File: src/design/pidfd_pkg.sv
// Shared types, constants and saturation helpers for the filtered-derivative PID core.
package pidfd_pkg;

	localparam int DATA_WIDTH = 32;
	localparam int FRAC_BITS  = 16;
	localparam int OPND_W     = DATA_WIDTH + 1;
	localparam int PROD_W     = 2 * OPND_W;
	localparam int SUM_W      = DATA_WIDTH + 2;
	localparam int SHIFT_W    = PROD_W - FRAC_BITS;
	localparam int CFG_IDX_W  = 4;

	typedef logic signed [DATA_WIDTH-1:0] word_t;
	typedef logic [DATA_WIDTH-2:0]        weight_t;
	typedef logic signed [OPND_W-1:0]     opnd_t;
	typedef logic signed [PROD_W-1:0]     prod_t;
	typedef logic signed [SUM_W-1:0]      sum_t;

	// Register indexes of the configuration port
	localparam logic [CFG_IDX_W-1:0] REG_P_GAIN      = CFG_IDX_W'(0);
	localparam logic [CFG_IDX_W-1:0] REG_I_GAIN      = CFG_IDX_W'(1);
	localparam logic [CFG_IDX_W-1:0] REG_D_GAIN      = CFG_IDX_W'(2);
	localparam logic [CFG_IDX_W-1:0] REG_FILTER_POLE = CFG_IDX_W'(3);
	localparam logic [CFG_IDX_W-1:0] REG_SP_WEIGHT_P = CFG_IDX_W'(4);
	localparam logic [CFG_IDX_W-1:0] REG_SP_WEIGHT_D = CFG_IDX_W'(5);
	localparam logic [CFG_IDX_W-1:0] REG_DRIVE_MAX   = CFG_IDX_W'(6);
	localparam logic [CFG_IDX_W-1:0] REG_DRIVE_MIN   = CFG_IDX_W'(7);

	localparam word_t WORD_MAX = {1'b0, {(DATA_WIDTH-1){1'b1}}};
	localparam word_t WORD_MIN = {1'b1, {(DATA_WIDTH-1){1'b0}}};

	// Reset values: pole of the derivative filter, unity proportional weight
	localparam longint POLE_RESET_I = -(((64'sd1 <<< FRAC_BITS) * 1999) / 2001);
	localparam word_t   POLE_RESET   = word_t'(POLE_RESET_I);
	localparam weight_t ONE_WEIGHT   = weight_t'(64'd1 << FRAC_BITS);

	// Extend a word to the exact-sum width
	function automatic sum_t sx(input word_t w);
		sx = {{(SUM_W-DATA_WIDTH){w[DATA_WIDTH-1]}}, w};
	endfunction

	// Saturate an exact sum to the word range
	function automatic word_t sat_sum(input sum_t s);
		logic top_ones;
		logic top_zeros;
		top_ones  = &s[SUM_W-1:DATA_WIDTH-1];
		top_zeros = ~|s[SUM_W-1:DATA_WIDTH-1];
		if (top_ones || top_zeros) begin
			sat_sum = s[DATA_WIDTH-1:0];
		end else begin
			sat_sum = s[SUM_W-1] ? WORD_MIN : WORD_MAX;
		end
	endfunction

	// Drop the fraction bits (floor) and saturate a product to the word range
	function automatic word_t sat_prod(input prod_t p);
		logic [SHIFT_W-1:0] s;
		logic top_ones;
		logic top_zeros;
		s         = p[PROD_W-1:FRAC_BITS];
		top_ones  = &s[SHIFT_W-1:DATA_WIDTH-1];
		top_zeros = ~|s[SHIFT_W-1:DATA_WIDTH-1];
		if (top_ones || top_zeros) begin
			sat_prod = s[DATA_WIDTH-1:0];
		end else begin
			sat_prod = s[SHIFT_W-1] ? WORD_MIN : WORD_MAX;
		end
	endfunction

endpackage

File: src/design/pid_filtered_derivative_controller_core.sv
// Top level of the two-degree-of-freedom PID core with filtered derivative.
// Each accepted word (reference, feedback) is worked through one shared
// 33x33 multiplier under an eight-step sequencer: six products (two setpoint
// weightings, proportional, integral, derivative and filter feedback) plus
// one step for the filter difference and one for the output sum, so an item
// occupies the core through all its steps after the accept cycle; the next
// item waits for idle. in_ready is high only while the sequencer is idle;
// a finished result waits in the output register and does not block the
// next accept, but the last step holds until that register is free.
// Configuration writes are taken every cycle and must only happen while idle.
module pid_filtered_derivative_controller_core (
	input  logic                              clk,
	input  logic                              arst_n,
	input  logic                              in_valid,
	output logic                              in_ready,
	input  logic signed [pidfd_pkg::DATA_WIDTH-1:0] reference,
	input  logic signed [pidfd_pkg::DATA_WIDTH-1:0] feedback,
	output logic                              out_valid,
	input  logic                              out_ready,
	output logic signed [pidfd_pkg::DATA_WIDTH-1:0] drive,
	output logic                              clamped,
	input  logic                              cfg_valid,
	output logic                              cfg_ready,
	input  logic [pidfd_pkg::CFG_IDX_W-1:0]   cfg_index,
	input  logic [pidfd_pkg::DATA_WIDTH-1:0]  cfg_data
);

	localparam logic [3:0] ST_IDLE = 4'd0;
	localparam logic [3:0] ST_M1   = 4'd1;
	localparam logic [3:0] ST_M2   = 4'd2;
	localparam logic [3:0] ST_M3   = 4'd3;
	localparam logic [3:0] ST_M4   = 4'd4;
	localparam logic [3:0] ST_M5   = 4'd5;
	localparam logic [3:0] ST_M6   = 4'd6;
	localparam logic [3:0] ST_M7   = 4'd7;
	localparam logic [3:0] ST_M8   = 4'd8;

	logic [3:0] state_q;

	pidfd_pkg::word_t   p_gain_q, i_gain_q, d_gain_q, pole_q, dmax_q, dmin_q;
	pidfd_pkg::weight_t swp_q, swd_q;
	pidfd_pkg::word_t   integ_q, prevw_q, prevf_q;
	pidfd_pkg::word_t   r_q, y_q, err_q, perr_q, derr_q, pterm_q, dterm_q;
	pidfd_pkg::sum_t    sum_q;
	pidfd_pkg::prod_t   prod_q;
	pidfd_pkg::opnd_t   mul_a, mul_b;
	pidfd_pkg::word_t   mq;
	pidfd_pkg::word_t   drive_q;
	logic               clamped_q, out_valid_q;
	logic               slot_free;

	assign cfg_ready = 1'b1;
	assign in_ready  = (state_q == ST_IDLE);
	assign out_valid = out_valid_q;
	assign drive     = drive_q;
	assign clamped   = clamped_q;
	assign slot_free = !out_valid_q || out_ready;
	assign mq        = pidfd_pkg::sat_prod(prod_q);

	// Write configuration registers
	always_ff @(posedge clk or negedge arst_n) begin
		if (!arst_n) begin
			p_gain_q <= '0;
			i_gain_q <= '0;
			d_gain_q <= '0;
			pole_q   <= pidfd_pkg::POLE_RESET;
			swp_q    <= pidfd_pkg::ONE_WEIGHT;
			swd_q    <= '0;
			dmax_q   <= pidfd_pkg::WORD_MAX;
			dmin_q   <= pidfd_pkg::WORD_MIN;
		end else if (cfg_valid) begin
			case (cfg_index)
				pidfd_pkg::REG_P_GAIN:      p_gain_q <= cfg_data;
				pidfd_pkg::REG_I_GAIN:      i_gain_q <= cfg_data;
				pidfd_pkg::REG_D_GAIN:      d_gain_q <= cfg_data;
				pidfd_pkg::REG_FILTER_POLE: pole_q   <= cfg_data;
				pidfd_pkg::REG_SP_WEIGHT_P: swp_q    <= cfg_data[pidfd_pkg::DATA_WIDTH-2:0];
				pidfd_pkg::REG_SP_WEIGHT_D: swd_q    <= cfg_data[pidfd_pkg::DATA_WIDTH-2:0];
				pidfd_pkg::REG_DRIVE_MAX:   dmax_q   <= cfg_data;
				pidfd_pkg::REG_DRIVE_MIN:   dmin_q   <= cfg_data;
				default: ;
			endcase
		end
	end

	// Select multiplier operands for the current step
	always_comb begin
		mul_a = '0;
		mul_b = '0;
		case (state_q)
			ST_M1: begin
				mul_a = {2'b00, swp_q};
				mul_b = {r_q[pidfd_pkg::DATA_WIDTH-1], r_q};
			end
			ST_M2: begin
				mul_a = {2'b00, swd_q};
				mul_b = {r_q[pidfd_pkg::DATA_WIDTH-1], r_q};
			end
			ST_M3: begin
				mul_a = {p_gain_q[pidfd_pkg::DATA_WIDTH-1], p_gain_q};
				mul_b = {perr_q[pidfd_pkg::DATA_WIDTH-1], perr_q};
			end
			ST_M4: begin
				mul_a = {i_gain_q[pidfd_pkg::DATA_WIDTH-1], i_gain_q};
				mul_b = {err_q[pidfd_pkg::DATA_WIDTH-1], err_q};
			end
			ST_M5: begin
				mul_a = {d_gain_q[pidfd_pkg::DATA_WIDTH-1], d_gain_q};
				mul_b = {derr_q[pidfd_pkg::DATA_WIDTH-1], derr_q};
			end
			ST_M7: begin
				mul_a = {pole_q[pidfd_pkg::DATA_WIDTH-1], pole_q};
				mul_b = {dterm_q[pidfd_pkg::DATA_WIDTH-1], dterm_q};
			end
			default: ;
		endcase
	end

	// Register the shared product on multiply steps
	always_ff @(posedge clk) begin
		if (state_q inside {ST_M1, ST_M2, ST_M3, ST_M4, ST_M5, ST_M7}) begin
			prod_q <= mul_a * mul_b;
		end
	end

	// Capture the input word and work the per-step differences and sums
	always_ff @(posedge clk) begin
		case (state_q)
			ST_IDLE: begin
				if (in_valid) begin
					r_q <= reference;
					y_q <= feedback;
				end
			end
			ST_M1: err_q   <= pidfd_pkg::sat_sum(pidfd_pkg::sx(r_q) - pidfd_pkg::sx(y_q));
			ST_M2: perr_q  <= pidfd_pkg::sat_sum(pidfd_pkg::sx(mq) - pidfd_pkg::sx(y_q));
			ST_M3: derr_q  <= pidfd_pkg::sat_sum(pidfd_pkg::sx(mq) - pidfd_pkg::sx(y_q));
			ST_M4: pterm_q <= mq;
			ST_M6: dterm_q <= pidfd_pkg::sat_sum(pidfd_pkg::sx(mq) - pidfd_pkg::sx(prevw_q)
			                                     - pidfd_pkg::sx(prevf_q));
			ST_M7: sum_q   <= pidfd_pkg::sx(pterm_q) + pidfd_pkg::sx(integ_q)
			                  + pidfd_pkg::sx(dterm_q);
			default: ;
		endcase
	end

	// Advance the sequencer and update controller state
	always_ff @(posedge clk or negedge arst_n) begin
		if (!arst_n) begin
			state_q <= ST_IDLE;
			integ_q <= '0;
			prevw_q <= '0;
			prevf_q <= '0;
		end else begin
			case (state_q)
				ST_IDLE: begin
					if (in_valid) begin
						state_q <= ST_M1;
					end
				end
				ST_M5: begin
					integ_q <= pidfd_pkg::sat_sum(pidfd_pkg::sx(integ_q) + pidfd_pkg::sx(mq));
					state_q <= ST_M6;
				end
				ST_M6: begin
					prevw_q <= mq;
					state_q <= ST_M7;
				end
				ST_M8: begin
					if (slot_free) begin
						prevf_q <= mq;
						state_q <= ST_IDLE;
					end
				end
				default: begin
					state_q <= state_q + 4'd1;
				end
			endcase
		end
	end

	// Clamp the sum into the output register; drop valid when taken
	always_ff @(posedge clk or negedge arst_n) begin
		if (!arst_n) begin
			out_valid_q <= 1'b0;
		end else if (state_q == ST_M8 && slot_free) begin
			out_valid_q <= 1'b1;
		end else if (out_ready) begin
			out_valid_q <= 1'b0;
		end
	end

	always_ff @(posedge clk) begin
		if (state_q == ST_M8 && slot_free) begin
			if (sum_q > pidfd_pkg::sx(dmax_q)) begin
				drive_q   <= dmax_q;
				clamped_q <= 1'b1;
			end else if (sum_q < pidfd_pkg::sx(dmin_q)) begin
				drive_q   <= dmin_q;
				clamped_q <= 1'b1;
			end else begin
				drive_q   <= sum_q[pidfd_pkg::DATA_WIDTH-1:0];
				clamped_q <= 1'b0;
			end
		end
	end

endmodule

File: config.mk
export PLATFORM = sky130hd
export DESIGN_NAME = pid_filtered_derivative_controller_core
export DESIGN_NICKNAME = d
export VERILOG_FILES = /design/src/design/pidfd_pkg.sv /design/src/design/pid_filtered_derivative_controller_core.sv
export SDC_FILE = /design/constraint.sdc
export NUM_CORES = 2
export LEC_CHECK = 0
export BUFFER_PORTS_ARGS = -buffer_cell sky130_fd_sc_hd__buf_2
export CELL_PAD_IN_SITES_DETAIL_PLACEMENT = 2
export CELL_PAD_IN_SITES_GLOBAL_PLACEMENT = 2
export CORE_MARGIN = 5
export CORE_UTILIZATION = 30
export CTS_CLUSTER_SIZE = 10
export DETAILED_ROUTE_END_ITERATION = 16
export PLACE_DENSITY_LB_ADDON = 0.12
export SYNTH_ARGS = -nofsm -noshare
export SYNTH_HDL_FRONTEND = slang
export SYNTH_SLANG_ARGS = --single-unit
export TNS_END_PERCENT = 20
File: constraint.sdc
create_clock -name clk -period 26.9 [get_ports clk]
set_input_delay 2.69 -clock clk [delete_from_list [all_inputs] [get_ports clk]]
set_output_delay 2.69 -clock clk [all_outputs]
set_load 0.02 [all_outputs]
**After elaboration in Yosys (flattened, before gate mapping)**

Index checks and enable logic that the tools add are counted.

- Memories: 0
- Input port bits: 105
- Bits in read-only memories: 0
- Output and inout bits: 36
- Word-level logic and storage cells: 111
- Bits in latches: 0
- Memory bits (writable): 0
- Bits in registers: 712

- Equal/unequal tests: 17
- Magnitude comparators: 2
- Divide/modulo/power cells: 0
- Reductions and logical operators: 39
- Multipliers: 1
- Shifts and indexed selects: 0
- $add $sub $neg: 8
- Mux-type cells: 20
- Bitwise logic cells: 0

Operators by type and width:

| operator | count |
|---|---|
| $mux 32 | 12 |
| $pmux 33 s6 | 1 |
| $pmux 33 s5 | 1 |
| $sub 32x32->33 | 3 |
| $add 32x32->33 | 2 |
| $mul 33x33->66 | 1 |
| $add 33x32->34 | 1 |
| $gt 34x32->1 | 1 |
| $lt 34x32->1 | 1 |
| $sub 33x32->34 | 1 |
| $eq 4x3->1 const B | 8 |
| $reduce_and 2->1 | 11 |
| $reduce_and 19->1 | 1 |
| $reduce_or 19->1 | 1 |
| $eq 4x2->1 const B | 4 |
| $pmux 4 s4 | 1 |
| $reduce_and 3->1 | 4 |
| $reduce_or 3->1 | 4 |
| $eq 4x1->1 const B | 2 |
| $logic_not 4->1 | 2 |
| $mux 4 | 2 |
| $logic_not 1->1 | 6 |
| $logic_or 1x1->1 | 6 |
| $reduce_bool 6->1 | 1 |
| 7 further kinds | 10 |

**Longest topological paths before layout**

- Depth after elaboration: 10
- Gate-level depth with buffers: 39

**Least setup slack after synthesis**

No wires, ideal clock.

- Path kind: reg2reg
- Start: register state_q[0]
- End: register prod_q[65] (data pin)
- Slack: 16,298 ps
- Data required time: 26,640 ps
- Cell stages (with the launch flop): 34
- Data arrival time: 10,342 ps
- Setup time: 260 ps
- Cell sequence: dfrtp_1 -> ha_1 -> buf_2 -> nor2b_1 -> and2_1 -> clkbuf_1 -> buf_1 -> clkbuf_1 -> a22oi_1 -> nand2_1 -> clkbuf_1 -> nand2_1 -> fa_1 -> fa_1 -> inv_1 -> fa_1 -> fa_1 -> fa_1 -> fa_1 -> inv_1 -> fa_1 -> fa_1 -> inv_1 -> ha_1 -> a21oi_1 -> inv_1 -> a21o_1 -> a21oi_1 -> and2_1 -> nand2b_1 -> o21ai_0 -> o2111ai_1 -> a21oi_1 -> xnor2_1

- Word-level cells in the longest chain between the ends: 4
- Elaborated cells on any way between the ends: 10
- Those cells by class: mul (1); eq/ne (6); mux (2); reduce/logical (1)

Ends and longest elaborated chain:

| item | line | RTL |
|---|---|---|
| from (decl) | pid_filtered_derivative_controller_core.sv:38 | `logic [3:0] state_q;` |
| from (signal assigned) | pid_filtered_derivative_controller_core.sv:176 | `state_q <= state_q + 4'd1;` |
| $eq 4x1->1 or $eq 4x2->1 (tied branches) | pid_filtered_derivative_controller_core.sv:90 | `case (state_q)` |
| $reduce_or 2->1 (no line) | n/a |  |
| $pmux 33 s5 | pid_filtered_derivative_controller_core.sv:90 |  |
| $mul 33x33->66 * | pid_filtered_derivative_controller_core.sv:122 | `prod_q <= mul_a * mul_b;` |
| to (signal assigned) | pid_filtered_derivative_controller_core.sv:122 |  |
| to (decl) | pid_filtered_derivative_controller_core.sv:45 | `pidfd_pkg::prod_t prod_q;` |

Every way passes the cells marked *; elsewhere a longest branch is shown, timed or not.
A chain may end at the register's enable or synchronous reset.

**Worst setup path after layout**

Ends and elaborated chain as after synthesis.

==> flow_results.org <==
** Run status
- Result of the run :: completed

** Synth
- Counting distinct cell types in the post-synthesis netlist gives 97.
- Synthesis produced approximately 7400 cells.
- In this run the cell area of the synthesized design comes to roughly 75000 um2.
- Synthesis produced a netlist with a net count of between 9000 and 10000.
- Among all flip-flop cells after synthesis, the most frequent one is edfxtp_1.
- Synthesis inferred around 700 register bits.
- Post-Syn Area per Cell :: 10.02 um2
- Proportion of synthesized chip area in sequential cells :: 0.2572
- Count of flip-flops with a built-in enable after synthesis :: ~340
- The share of synthesized area in the top cell type comes to 0.3191.
- fa_1 takes more of the synthesized area than any other cell.
- Sorting the synthesized cells by area gives the leading types as fa_1 (32%), edfxtp_1 (14%), dfrtp_1 (10%).
- Asr flop ratio synth :: 0.5101
- Yosys printed 0 warnings.

** Worst setup path
- STA classifies the critical path startpoint as a register.
- Critical path endpoint category :: register
- Critical path depth in cells :: 30
- Measured in cells, the most critical reg-to-reg path has a length of 30.
- Kind of cell adding the most delay to the critical path :: adder cells
- Library cell appearing most often on the critical path :: fa_1
- At the worst endpoint, the required time is around 27 ns.
- For the worst setup path, the data arrival time is roughly 13 ns.
- The critical path is of the reg -> reg type.
- Maximum fanout along the worst path :: roughly 60
- In this design, the stage delay of the slowest critical-path cell is between 0.9 and 1 ns.
- Counting both buffers and inverters, the worst setup path holds a total of 7.
- The slowest stage of the critical path belongs to the cell fa_1.

** Route
- In this run the remaining antenna-violating nets after routing total 0.
- Across all layers, the routed design uses ~55000 vias.
- The pre-antenna-repair detailed-routing pass consisted of 6 iterations.
- In the routed design, unresolved DRC markers number 0.
- In the final routed layout, each cell accounts on average for around 28 um.
- Vias per Instance :: between 5 and 6
- Total wire length :: 301800 um
- After the first detailed-routing iteration, the DRC count stood at between 3000 and 4000.

** CTS
- Hold buffers post-CTS :: 0
- TritonCTS Buffers :: between 80 and 90
- In this run the post-CTS setup repair buffer count came out at 0.
- Maximum clock insertion buffer count :: 3
- Clock insertion delay at the later pin of the skew report :: around 0.73 ns
- Clk slew on worst S/H paths :: about 0.06 ns
- TritonCTS built the clock tree.
- CTS sink cnt :: 696
- Cell at the root of the clock tree :: clkbuf_16
- Htree depth :: 3
- Once the clock tree was built, the resizer swapped 0 gates to a different size.

** Placement
- At the end of routability-driven placement, the weighted congestion stood at around 0.86.
- During placement, the flow inserted port buffers numbering ~140.
- After legalization and detailed placement, the total HPWL measured approximately 230000 um.

** Timing
- Number of setup violations in the final report :: 0
- Hold Violations, Final :: 0
- The final count of pins violating max slew is 0.
- Summed over all failing endpoints, the final setup total negative slack is 0 ns.
- The clock arrives with 0.05021 ns of skew.
- Of the available clock period, the critical path in the final layout requires 0.4575.
- Derived from the worst setup path, the maximum achievable clock frequency is 81.25 MHz.
- Actual slew at the worst max-slew pin :: roughly 1.3 ns
- Setup repair after global routing left no endpoint under its margin.
- In this run the tightest slew margin relative to its limit is 0.1458.
- Final worst path period need :: 12.31 ns

** GRT
- Entering global routing, the biggest net connects approximately 150 pins.
- All-Layer GR Usage :: 0.2362
- Grt total ovfl :: 0
- Wire length of the first global-routing pass :: 446500 um
- The via count of the first global-routing pass was between 60000 and 70000.
- The initial antenna violation count was 30.

** Floorplan
- For this configuration, the core starts out at a cell density of 0.3008.
- Count of boundary I/O pins :: roughly 140
- From bottom edge to top edge, the die measures 508.6 um.
- Core Rows :: around 180
- Width of the chip :: 508.6 um
- Core Footprint :: 248000 um2
- Die ar. :: between 200000 and 300000 um2

** Min path
- The worst hold path belongs to the class reg -> reg.
- The worst hold path passes through 2 cells.

** Final layout
- Fraction of layout cells with a size suffix above 1 :: 0.09984
- In the final layout, the registers with the most flip-flops are prod_q x50, sum_q x34.
- Area growth from synthesis to layout :: 10.10%
- Register bank with the most flops :: prod_q
- The register with the most flip-flops in the layout has 50 of them.
- After the last flow step, the layout net total stands at between 9000 and 10000.

** Job
- Max_cap viols :: 0
==> through the flow <==
stage	setup slack (ns)	util	std cells	hold slack (ns)	area, um2
floorplan	16.30	-	7448	0.4498	74590
global placement	14.73	0.3204	10712	0.4634	79460
detailed placement	14.58	0.3204	10712	0.4747	79460
CTS	14.54	0.3311	10872	0.4889	82100
global route	13.90	0.3311	10875	0.5063	82110
finish	14.59	0.3312	10881	0.4847	82130
==> tightest hold or removal path: cells and delay by family, from the launching register on <==
family,cells,cell delay (ns)
compound gates,1,0.06
flops,1,0.34
simple gates,1,0.05
==> cell usage after synthesis (57+ instances only) <==
library cell and n:
nor2_1 655, fa_1 1189, and3_1 57, mux2_2 192, nand3_1 71, xnor2_1 126
a21o_1 127, o21ai_0 212, inv_1 1381, edfxtp_1 341, xor2_1 72, clkbuf_1 253
a22oi_1 116, dfrtp_1 304, a21oi_1 317, nand2_1 829, ha_1 444
==> metal layers <==
metal	routed length [um]	global-route usage	up-vias
li1	-	-	23776
met1	136000	0.3223	29766
met2	149100	0.4091	880
met3	10480	0.02471	228
met4	6214	0.04536	2
met5	13	0	-
==> logic make-up after synthesis <==
kind of cell,synth area share
flip-flops,0.2572
AO/OA/AOI/OAI,0.09598
XOR/XNOR,0.02368
multiplexers,0.03382
AND/OR/NAND/NOR,0.1063
other,0.00005027
adder cells (fa/ha/maj),0.3950
buffers and inverters,0.08793
==> final timing paths <==
path,start,to,slack [ns]
setup reg to reg,state_q[0]$_DFFE_PN0P_,prod_q[65]$_DFFE_PP_,14.59
setup / recovery,state_q[0]$_DFFE_PN0P_,prod_q[65]$_DFFE_PP_,14.59
min in group asynchronous,arst_n,integ_q[22]$_DFFE_PN0N_,2.01
max in group asynchronous,arst_n,swd_q[9]$_DFFE_PN0P_,21.84
hold reg to reg,prevw_q[24]$_DFFE_PN0P_,prevw_q[24]$_DFFE_PN0P_,0.48
hold / removal,prevw_q[24]$_DFFE_PN0P_,prevw_q[24]$_DFFE_PN0P_,0.48
==> final cells by class <==
cell class	count	area [um2]
fill	26923	165800
timing repair buffer	272	1717
sequential	696	19190
clock buffer	140	2477
tap	3330	4167
antenna	9	22.52
multi-input combinational	5033	49200
clock inverter	20	170.2
inverter	1381	5184
==> layout by cell type (no fill, tap or decap), drive strengths merged, types with 21 or more instances in the layout <==
cell type,instances
nand3,71
clkbuf,140
nor2,657
nand2,832
a22oi,116
o21a,34
nand4,48
dfrtp,304
a31oi,21
o21ai,273
buf,272
nor3,29
a222oi,21
inv,1382
and3,57
nor2b,38
a21o,127
and2,32
o21bai,22
ha,444
dfstp,51
a21oi,322
nand2b,41
xnor2,126
mux2,192
mux2i,36
xor2,74
fa,1189
a221oi,21
edfxtp,341
Power is not shown: default switching activity piles up to over one toggle a cycle in this logic, so the estimate is an artifact.
